[src/rtl/cpt_pkg.sv]
package cpt_pkg;

    // Width of the slices of B that the partial-product multipliers consume per stage.
    localparam int MUL_CHUNK = 18;

    // Entries in the queue between the classifier and the evaluation pipeline (power of two).
    localparam int QUEUE_DEPTH = 4;

    typedef enum logic [2:0] {
        REG_A,
        REG_B,
        REG_AB,
        REG_C,
        REG_AC,
        REG_BC,
        REG_IN
    } t_region;

    typedef struct packed {
        logic full;
        logic empty;
    } t_q_stat;

endpackage

[src/rtl/cpt_fifo.sv]
module cpt_fifo
    import cpt_pkg::*;
#(
    parameter int W = 8
) (
    input  logic         i_clk,
    input  logic         i_rst_n,
    input  logic         i_push,
    input  logic [W-1:0] i_data,
    input  logic         i_pop,
    output logic [W-1:0] o_data,
    output t_q_stat      o_stat
);

    localparam int AW = $clog2(QUEUE_DEPTH);

    logic [W-1:0] r_mem [QUEUE_DEPTH];
    logic [AW-1:0] r_wr;
    logic [AW-1:0] r_rd;
    logic [AW:0]   r_cnt;

    always_ff @(posedge i_clk) begin
        if (!i_rst_n) begin
            r_wr  <= '0;
            r_rd  <= '0;
            r_cnt <= '0;
        end else begin
            if (i_push) begin
                r_wr <= r_wr + 1'b1;
            end
            if (i_pop) begin
                r_rd <= r_rd + 1'b1;
            end
            r_cnt <= r_cnt + (AW+1)'(i_push) - (AW+1)'(i_pop);
        end
    end

    always_ff @(posedge i_clk) begin
        if (i_push) begin
            r_mem[r_wr] <= i_data;
        end
    end

    assign o_data       = r_mem[r_rd];
    assign o_stat.full  = r_cnt == (AW+1)'(QUEUE_DEPTH);
    assign o_stat.empty = r_cnt == '0;

endmodule

[config.mk]
export PLATFORM = sky130hd
export DESIGN_NAME = cpt_fifo
export DESIGN_NICKNAME = d
export VERILOG_FILES = /design/src/rtl/cpt_pkg.sv /design/src/rtl/cpt_fifo.sv
export SDC_FILE = /design/constraint.sdc
export NUM_CORES = 1
export LEC_CHECK = 0
export BUFFER_PORTS_ARGS = -buffer_cell sky130_fd_sc_hd__clkbuf_2
export CAP_MARGIN = 30
export CORE_MARGIN = 8
export CORE_UTILIZATION = 50
export DETAILED_ROUTE_END_ITERATION = 12
export GPL_TIMING_DRIVEN = 0
export MAX_ROUTING_LAYER = met4
export PLACE_DENSITY = 0.71
export SYNTH_ARGS = -nofsm -noshare
export SYNTH_HDL_FRONTEND = slang
export SYNTH_SLANG_ARGS = --single-unit
[constraint.sdc]
create_clock -name i_clk -period 2.55 [get_ports i_clk]
set_input_delay 0.51 -clock i_clk [delete_from_list [all_inputs] [get_ports i_clk]]
set_output_delay 0.51 -clock i_clk [all_outputs]
set_load 0.02 [all_outputs]
==> results of run 1 <==
synthesized netlist by cell type:
library cell and number:
edfxtp_1 32, xor3_1 1, mux4_2 8, dfxtp_1 9, nand3b_1 1, and3_1 1, a21oi_1 1, a21bo_2 1
inv_1 7, buf_6 1, mux2i_1 1, fa_1 1, and2_1 6, xnor2_1 2, ha_1 6, nor3_1 1
nor2_1 5, clkbuf_2 1
area by class of cell:
| class | instances | area (sq um) |
|---|---|---|
| plain buffers | 2 | 16.3 |
| clock buffers | 5 | 37.5 |
| clock inverters | 3 | 12.5 |
| fillers | 266 | 1240 |
| inverters | 7 | 26.3 |
| multi-input cells | 35 | 417 |
| flip-flops and latches | 41 | 1140 |
| well taps | 44 | 55.1 |
| repair buffers | 21 | 105 |
final timing paths:
check                                     startpoint               endpoint  slack (ns)  cells past startpoint
worst max register to register   r_cnt[0]$_SDFF_PN0_    r_cnt[2]$_SDFF_PN0_        0.96                      7
worst min register to register  r_rd[0]$_SDFFE_PN0P_   r_rd[1]$_SDFFE_PN0P_        0.55                      2
worst min-delay path                       i_data[1]  r_mem[3][1]$_DFFE_PP_        0.38                      1
worst max-delay path                       flip-flop              o_data[0]        0.51                      3
power by group through the flow:
stage          Combinational, uW  Sequential [uW]  Clock [uW]
2_1_floorplan                169              798           0
3_3_place_gp                 231              801           0
3_5_place_dp                 238              804           0
4_1_cts                      239              788         304
5_1_grt                      261              794         324
6_report                     234              788         296
per-layer routing:
metal | GRT usage | wire length, microns | up-vias
met5 | - | 0 | -
met4 | 0.0600 | 53 | 0
met3 | 0.0453 | 140 | 6
met1 | 0.124 | 1090 | 380
li1 | - | - | 371
met2 | 0.167 | 1230 | 17
logic make-up after synthesis:
kind of cell    share of synthesized area
mux                                 0.119
fa+ha+maj                          0.0594
simple gates                       0.0469
compound gates                    0.00938
flops                               0.713
buf+inv                            0.0266
xor+xnor                           0.0258
registers in the layout (all words and copies together), names as in the netlist, named ones only:
signal  cells
r_rd        2
r_wr        2
r_cnt       3
r_mem      32
metrics by stage:
step / cell area [sq um] / utilization / hold WS [ns]
after detailed placement: 1760 / 0.577 / 0.535
final: 1810 / 0.593 / 0.384
after CTS: 1810 / 0.593 / 0.363
after global placement: 1760 / 0.577 / 0.514
after global routing: 1810 / 0.593 / 0.361
after floorplan: 1600 / - / 0.499
worst max-delay path, cell delays in order, from the launching register on:
cell      delay [ns]
dfxtp_1         0.34
buf_6           0.16
mux4_2          0.52
clkbuf_2        0.17
==> results.sh, run 1 <==
export IMPL_outcome="finished, final reports clean"
export IMPL_clock_sinks=41
export IMPL_floorplan_initialDensity=0.524
export IMPL_dp_hpwl_microns=1750
export IMPL_grt_overflow_total=0
export IMPL_timing_slew_headroom=0.703
export IMPL_routed_wl_microns=2520
export IMPL_areaGrowthSynthToFinish_pct=13.1
export IMPL_timing_final_max_slew_violations=0
export IMPL_layout_common_cells="edfxtp_1 (32), clkbuf_2 (22), dfxtp_1 (9)"
export IMPL_grt_pass1_wl_microns=4130
export IMPL_yosys_area_top_type_share=0.600
export IMPL_p_clk_frac=0.224
export IMPL_clock_path_buffers=2
export IMPL_yosysWarnings=0
export IMPL_antenna_found_initial=0
export IMPL_route_detailed_drc=0
export IMPL_pre_cts_ws_ns=0.687
export IMPL_p_seq_frac=0.598
export IMPL_die_width_microns=72.6
export IMPL_worstMarginPinSlew_ns=0.446
export IMPL_arrival_ns=1.53
export IMPL_ir_worst_vdd_mv=0.446
export IMPL_h_tree_depth=2
export IMPL_sw_frac_of_total=0.258
export IMPL_yosysSeqAreaShare=0.713
export IMPL_power_internal_uw=978
export IMPL_fin_crit_ns=2.04
export IMPL_synth_top_cells_by_area="edfxtp_1 (60%), dfxtp_1 (11%), mux4_2 (11%)"
export IMPL_netlist_area_sq_um=1600
export IMPL_p_total_uw=1320
export IMPL_yosys_area_top_type="edfxtp_1"
export IMPL_grt_pass1_vias=847
export IMPL_num_nets_final=132
export IMPL_leakage_uw=0.000680
export IMPL_hp_class="in -> reg"
export IMPL_rsz0062_at_grt="no"
export IMPL_yosys_cell_types_count=18
export IMPL_synth_seq_cells=41
export IMPL_fmax_mhz=490
export IMPL_crit_type="reg -> out"
export IMPL_syn_inst=85
export IMPL_clkLatencyLatePin_ns=0.34
export IMPL_rows=20
export IMPL_cts_inserted_buffers=5
export IMPL_grt_max_degree=13
export IMPL_powerDensity_nw_per_um2=728
export IMPL_power_switching_uw=340
export IMPL_fin_skew_ns=0.00444
export IMPL_track_usage=0.111
export IMPL_postCtsSetupRepairBufs=0
export IMPL_place_inst=150
export IMPL_fp_dieH_microns=72.6
export IMPL_cts_root_buf="clkbuf_4"
export IMPL_viasPerCell=4.90
export IMPL_final_cells=158
export IMPL_die_area_sq_um=5270
export IMPL_tritoncts="done"
export IMPL_setup_viol=0
export IMPL_drtPass1Iterations=3
export IMPL_layout_commonest_cell="edfxtp_1"
export IMPL_hold_buffers=0
export IMPL_diodes=0
export IMPL_synthesis_nets=104
export IMPL_portBuffers=21
export IMPL_pin_count=22
export IMPL_cp_data_required_time_ns=2.04
export IMPL_num_vias=774
export IMPL_cp_max_fo=8
export IMPL_maxCapViolCount=0
export IMPL_avgSynthCellArea_sq_um=18.8
export IMPL_antenna_left=0
export IMPL_pwr_share_comb=0.178
export IMPL_drive_gt1_frac=0.333
export IMPL_tns_ns=0
export IMPL_drt_iter0_drc=35
export IMPL_min_period_over_period=0.801
export IMPL_gp_congestion=0.704
export IMPL_setup_ws_ns=0.509
export IMPL_core_area_sq_um=3050
export IMPL_cp_end_kind="output pin"
export IMPL_clkTransAtPathRegs_ns=0.11
export IMPL_startpoint_type="flip-flop"
export IMPL_cts_resized=0
export IMPL_hold_viol_final=0
export IMPL_detail_route_wl_per_cell_microns=15.9
Power figures use the tool's default switching activity.
==> run 2: changes to the inputs <==
- clock period: 2.55 -> 1.9 ns (I/O delays scaled with it)
==> run 2 against run 1 <==
Clock power grew 35%. Routed wire length grew 1.2%. Die area is the same. Final cell count is the same. Final area grew 3.5%. Clock skew shrank 0.0029 ns. Via count grew 0.90%. Core utilization grew 2.1 points. Sequential power grew 35%. Total power grew 38%. Critical endpoint unchanged. Highest routed layer unchanged.
==> results.sh, run 2 (synthesis gave the netlist of run 1 again) <==
export IMPL_outcome="finished, final reports clean"
export IMPL_route_detailed_drc=0
export IMPL_layout_common_cells="edfxtp_1 (32), clkbuf_2 (14), mux4_2 (8), dfxtp_1 (8)"
export IMPL_antenna_left=0
export IMPL_holdPathStages=1
export IMPL_fin_crit_ns=1.89
export IMPL_crit_type="reg -> out"
export IMPL_grt_pass1_wl_microns=4120
export IMPL_cp_end_kind="output pin"
export IMPL_largest_register_ffs=32
export IMPL_worstMarginPinSlew_ns=0.437
export IMPL_pin_count=22
export IMPL_rsz0062_at_grt="yes"
export IMPL_routed_wl_microns=2550
export IMPL_layout_commonest_cell="edfxtp_1"
export IMPL_arrival_ns=1.51
export IMPL_fp_dieH_microns=72.6
export IMPL_grt_overflow_total=0
export IMPL_floorplan_initialDensity=0.524
export IMPL_fin_skew_ns=0.00159
export IMPL_num_fill_cells=255
export IMPL_grt_max_degree=13
export IMPL_h_tree_depth=2
export IMPL_viasPerCell=4.94
export IMPL_setup_ws_ns=0.00684
export IMPL_reg2reg_from="r_cnt[0]$_SDFF_PN0_"
export IMPL_diodes=0
export IMPL_maxCapViolCount=0
export IMPL_pre_cts_ws_ns=0.167
export IMPL_portBuffers=21
export IMPL_drive_gt1_frac=0.342
export IMPL_finalInstanceArea_sq_um=1870
export IMPL_startpoint_type="flip-flop"
export IMPL_powerDensity_nw_per_um2=968
export IMPL_tritoncts="done"
export IMPL_leakage_uw=0.000699
export IMPL_clkLatencyLatePin_ns=0.34
export IMPL_dp_hpwl_microns=1750
export IMPL_timing_slew_headroom=0.708
export IMPL_worst_r2r_setup_slack_ns=0.31
export IMPL_hp_class="in -> reg"
export IMPL_setup_viol=0
export IMPL_clock_path_buffers=2
export IMPL_num_vias=781
export IMPL_fmax_mhz=528
export IMPL_detail_route_wl_per_cell_microns=16.1
export IMPL_hold_buffers=0
export IMPL_cts_inserted_buffers=5
export IMPL_postCtsSetupRepairBufs=0
export IMPL_hp_start="i_data[1]"
export IMPL_timing_final_max_slew_violations=0
export IMPL_placed_area_sq_um=1760
export IMPL_antenna_found_initial=0
export IMPL_clkTransAtPathRegs_ns=0.11
export IMPL_drt_iter0_drc=76
export IMPL_cts_root_buf="clkbuf_4"
export IMPL_clock_sinks=41
export IMPL_die_width_microns=72.6
export IMPL_ff_latch_area_sq_um=1140
export IMPL_areaGrowthSynthToFinish_pct=17.1
export IMPL_drtPass1Iterations=4
export IMPL_core_area_sq_um=3050
export IMPL_min_period_over_period=0.996
export IMPL_min_to="r_mem[3][1]$_DFFE_PP_"
export IMPL_num_nets_final=132
export IMPL_worstRegToRegCells=7
export IMPL_cp_data_required_time_ns=1.52
export IMPL_gp_congestion=0.704
export IMPL_r2r_end="r_cnt[2]$_SDFF_PN0_"
export IMPL_multiInputGateArea_sq_um=417
export IMPL_die_area_sq_um=5270
export IMPL_largest_register="r_mem"
export IMPL_cp_max_fo=8
export IMPL_ir_worst_vdd_mv=0.548
export IMPL_grt_pass1_vias=847
export IMPL_hold_viol_final=0
export IMPL_track_usage=0.111
export IMPL_finalHoldWorstSlack_ns=0.253
export IMPL_biggestRegsByFlops="r_mem (32), r_cnt (3)"
export IMPL_rows=20
==> run 2: routing by layer <==
metal	global-route usage	vias to the layer above	share of wire	wire length, microns
li1	-	371	-	-
met1	0.123	384	0.42	1070
met2	0.167	20	0.50	1270
met3	0.0453	6	0.061	154
met4	0.0600	0	0.020	51
met5	-	-	0	0
==> run 2: worst max-delay path by stage <==
stage | start | endpoint | slack, ns | cells after the start
finish | flip-flop | o_data[0] | 0.007 | 3
CTS | flip-flop | o_data[0] | -0.02 | 3
detailed placement | i_pop | r_cnt[2]$_SDFF_PN0_ | 0.17 | 7
floorplan | i_pop | r_cnt[2]$_SDFF_PN0_ | 0.36 | 6
global route | flip-flop | o_data[0] | -0.05 | 3
global placement | i_pop | r_cnt[2]$_SDFF_PN0_ | 0.18 | 7
==> run 2: metrics by stage <==
step                total power, uW  std cells  setup TNS [ns]   util
detailed placement             1400        150               0  0.577
global route                   1900        158          -0.252  0.614
global placement               1380        150               0  0.577
CTS                            1790        158         -0.0510  0.598
finish                         1810        158               0  0.614
floorplan                      1300         85               0      -
==> run 2: critical path, stage by stage, from the launching register on <==
cell     delay [ns]
dfxtp_2        0.36
buf_12         0.14
mux4_2         0.53
buf_8          0.15
==> run 2: power breakdown <==
group / switching [uW] / internal, uW / leakage (uW) / total (uW)
combinational: 171 / 185 / 0.000301 / 356
clock: 265 / 134 / 0.0000300 / 399
sequential: 28.9 / 1030 / 0.000369 / 1060
total: 465 / 1350 / 0.000699 / 1810
==> run 2: cell type report <==
cell class,instances,share of cell area
multi-input cells,35,0.222
plain buffers,2,0.0134
clock inverters,3,0.00668
inverters,7,0.0140
clock buffers,5,0.0200
flip-flops and latches,41,0.609
repair buffers,21,0.0848
well taps,44,0.0294
==> run 2: repair_timing <==
action	4_1_cts	5_1_grt
setup endpoints to repair	8	8
gates resized for setup	4	23
pin swaps	0	0
==> run 3: changes to the inputs <==
- clock period: 1.9 -> 2 ns (I/O delays scaled with it)
==> run 3 against run 2 <==
Via count is 1.2% lower. First-iteration DRC count is 51% lower. Global-route usage hardly changed. Total power is 7.3% lower. Clock skew is 0.0022 ns higher. Sequential power is 6% lower. Die area stayed put. Sequential share of layout area is 2.0 points higher. Flip-flop and latch count stayed put. Final cell count stayed put. Combinational power is 16% lower. Critical path depth stayed put.
==> results.sh, run 3 (synthesis gave the netlist of run 1 again) <==
export IMPL_cp_slowest_cell="mux4_2"
export IMPL_grt_overflow_total=0
export IMPL_fp_dieH_microns=72.6
export IMPL_viasPerCell=4.89
export IMPL_hp_class="in -> reg"
export IMPL_postCtsSetupRepairBufs=0
export IMPL_drt_iter0_drc=37
export IMPL_antenna_found_initial=0
export IMPL_leakage_uw=0.000681
export IMPL_layout_common_cells="edfxtp_1 (32), clkbuf_2 (20), mux4_2 (8), dfxtp_1 (8), inv_1 (7)"
export IMPL_min_to="r_mem[3][1]$_DFFE_PP_"
export IMPL_drtPass1Iterations=4
export IMPL_portBuffers=21
export IMPL_clock_path_buffers=2
export IMPL_diodes=0
export IMPL_p_clk_frac=0.224
export IMPL_h_tree_depth=2
export IMPL_clkLatencyLatePin_ns=0.34
export IMPL_pre_cts_ws_ns=0.247
export IMPL_p_seq_frac=0.597
export IMPL_largest_register_ffs=32
export IMPL_power_internal_uw=1250
export IMPL_cp_end_kind="output pin"
export IMPL_cts_resized=0
export IMPL_grt_max_degree=13
export IMPL_route_detailed_drc=0
export IMPL_die_area_sq_um=5270
export IMPL_cp_max_fo=8
export IMPL_clock_sinks=41
export IMPL_fmax_mhz=523
export IMPL_rsz0062_at_grt="no"
export IMPL_reg2reg_from="r_cnt[0]$_SDFF_PN0_"
export IMPL_num_fill_cells=265
export IMPL_gp_congestion=0.704
export IMPL_crit_type="reg -> out"
export IMPL_rows=20
export IMPL_grt_pass1_wl_microns=4130
export IMPL_num_vias=772
export IMPL_worstMarginPinSlew_ns=0.442
export IMPL_worst_r2r_setup_slack_ns=0.41
export IMPL_clkTransAtPathRegs_ns=0.11
export IMPL_cts_inserted_buffers=5
export IMPL_outcome="finished, final reports clean"
export IMPL_arrival_ns=1.51
export IMPL_num_nets_final=132
export IMPL_ir_worst_vdd_mv=0.570
export IMPL_drive_gt1_frac=0.342
export IMPL_final_cells=158
export IMPL_routed_wl_microns=2510
export IMPL_power_switching_uw=433
export IMPL_timing_slew_headroom=0.705
export IMPL_die_width_microns=72.6
export IMPL_place_inst=150
export IMPL_floorplan_initialDensity=0.524
export IMPL_cp_data_required_time_ns=1.60
export IMPL_tns_ns=0
export IMPL_dp_hpwl_microns=1750
export IMPL_slowest_delay_ns=0.51
export IMPL_pin_count=22
export IMPL_hold_viol_final=0
export IMPL_powerDensity_nw_per_um2=927
export IMPL_r2r_end="r_cnt[2]$_SDFF_PN0_"
export IMPL_min_period_over_period=0.955
export IMPL_biggestRegsByFlops="r_mem (32), r_cnt (3)"
export IMPL_path_cells="buf_6 -> mux4_2 -> buf_2"
export IMPL_timing_final_max_slew_violations=0
export IMPL_core_area_sq_um=3050
export IMPL_setup_viol=0
export IMPL_pwr_share_comb=0.178
export IMPL_tritoncts="done"
export IMPL_grt_pass1_vias=847
export IMPL_sw_frac_of_total=0.258
export IMPL_maxCapViolCount=0
export IMPL_startpoint_type="flip-flop"
export IMPL_cts_root_buf="clkbuf_4"
export IMPL_largest_register="r_mem"
export IMPL_detail_route_wl_per_cell_microns=15.9
export IMPL_hold_buffers=0
export IMPL_hp_start="i_data[1]"
export IMPL_areaGrowthSynthToFinish_pct=13.4
export IMPL_antenna_left=0
export IMPL_holdPathStages=1
export IMPL_worstRegToRegCells=7
export IMPL_fin_crit_ns=1.91
export IMPL_track_usage=0.111
export IMPL_fin_skew_ns=0.00375
export IMPL_layout_commonest_cell="edfxtp_1"
export IMPL_setup_ws_ns=0.0891
run 3: worst max path at each step:
stage / endpoint / slack [ns] / from
final: o_data[0] / 0.09 / flip-flop
after global routing: o_data[3] / 0.01 / flip-flop
after CTS: o_data[0] / 0.04 / flip-flop
after global placement: r_cnt[2]$_SDFF_PN0_ / 0.26 / i_pop
after floorplan: r_cnt[2]$_SDFF_PN0_ / 0.44 / i_pop
after detailed placement: r_cnt[2]$_SDFF_PN0_ / 0.25 / i_pop
run 3: routing by layer:
layer  up-vias  GRT usage  wire length [microns]  part of all wire
met3         6     0.0453                    140             0.056
met1       378      0.124                   1080              0.43
met2        17      0.167                   1240              0.49
met4         0     0.0600                     53             0.021
li1        371          -                      -                 -
met5         -          -                      0                 0
run 3: layout make-up:
cell class,instances,area (sq um),area share
clock buffer,5,37.5,0.0207
timing repair buffer,21,108,0.0593
buffer,2,16.3,0.00897
multi-input combinational,35,417,0.230
sequential,41,1140,0.630
inverter,7,26.3,0.0145
clock inverter,3,12.5,0.00690
tap,44,55.1,0.0303
run 3: through the flow:
| stage | util | power [uW] | hold slack (ns) | instance area (sq um) |
|---|---|---|---|---|
| global route | 0.594 | 1760 | 0.251 | 1810 |
| finish | 0.594 | 1680 | 0.274 | 1810 |
| detailed placement | 0.577 | 1330 | 0.535 | 1760 |
| global placement | 0.577 | 1320 | 0.514 | 1760 |
| CTS | 0.593 | 1700 | 0.253 | 1810 |
| floorplan | - | 1230 | 0.499 | 1600 |
run 3: power groups by stage:
stage / Sequential [uW] / Combinational [uW] / Clock [uW]
after floorplan: 1020 / 215 / 0
after global placement: 1020 / 294 / 0
after detailed placement: 1020 / 304 / 0
after CTS: 1000 / 305 / 388
after global routing: 1010 / 335 / 413
final: 1000 / 300 / 378
run 3: worst max-delay path, delay by kind of cell (launching register included):
family | cells | cell delay, ns
flip-flops | 1 | 0.34
buffers and inverters | 2 | 0.33
multiplexers | 1 | 0.51
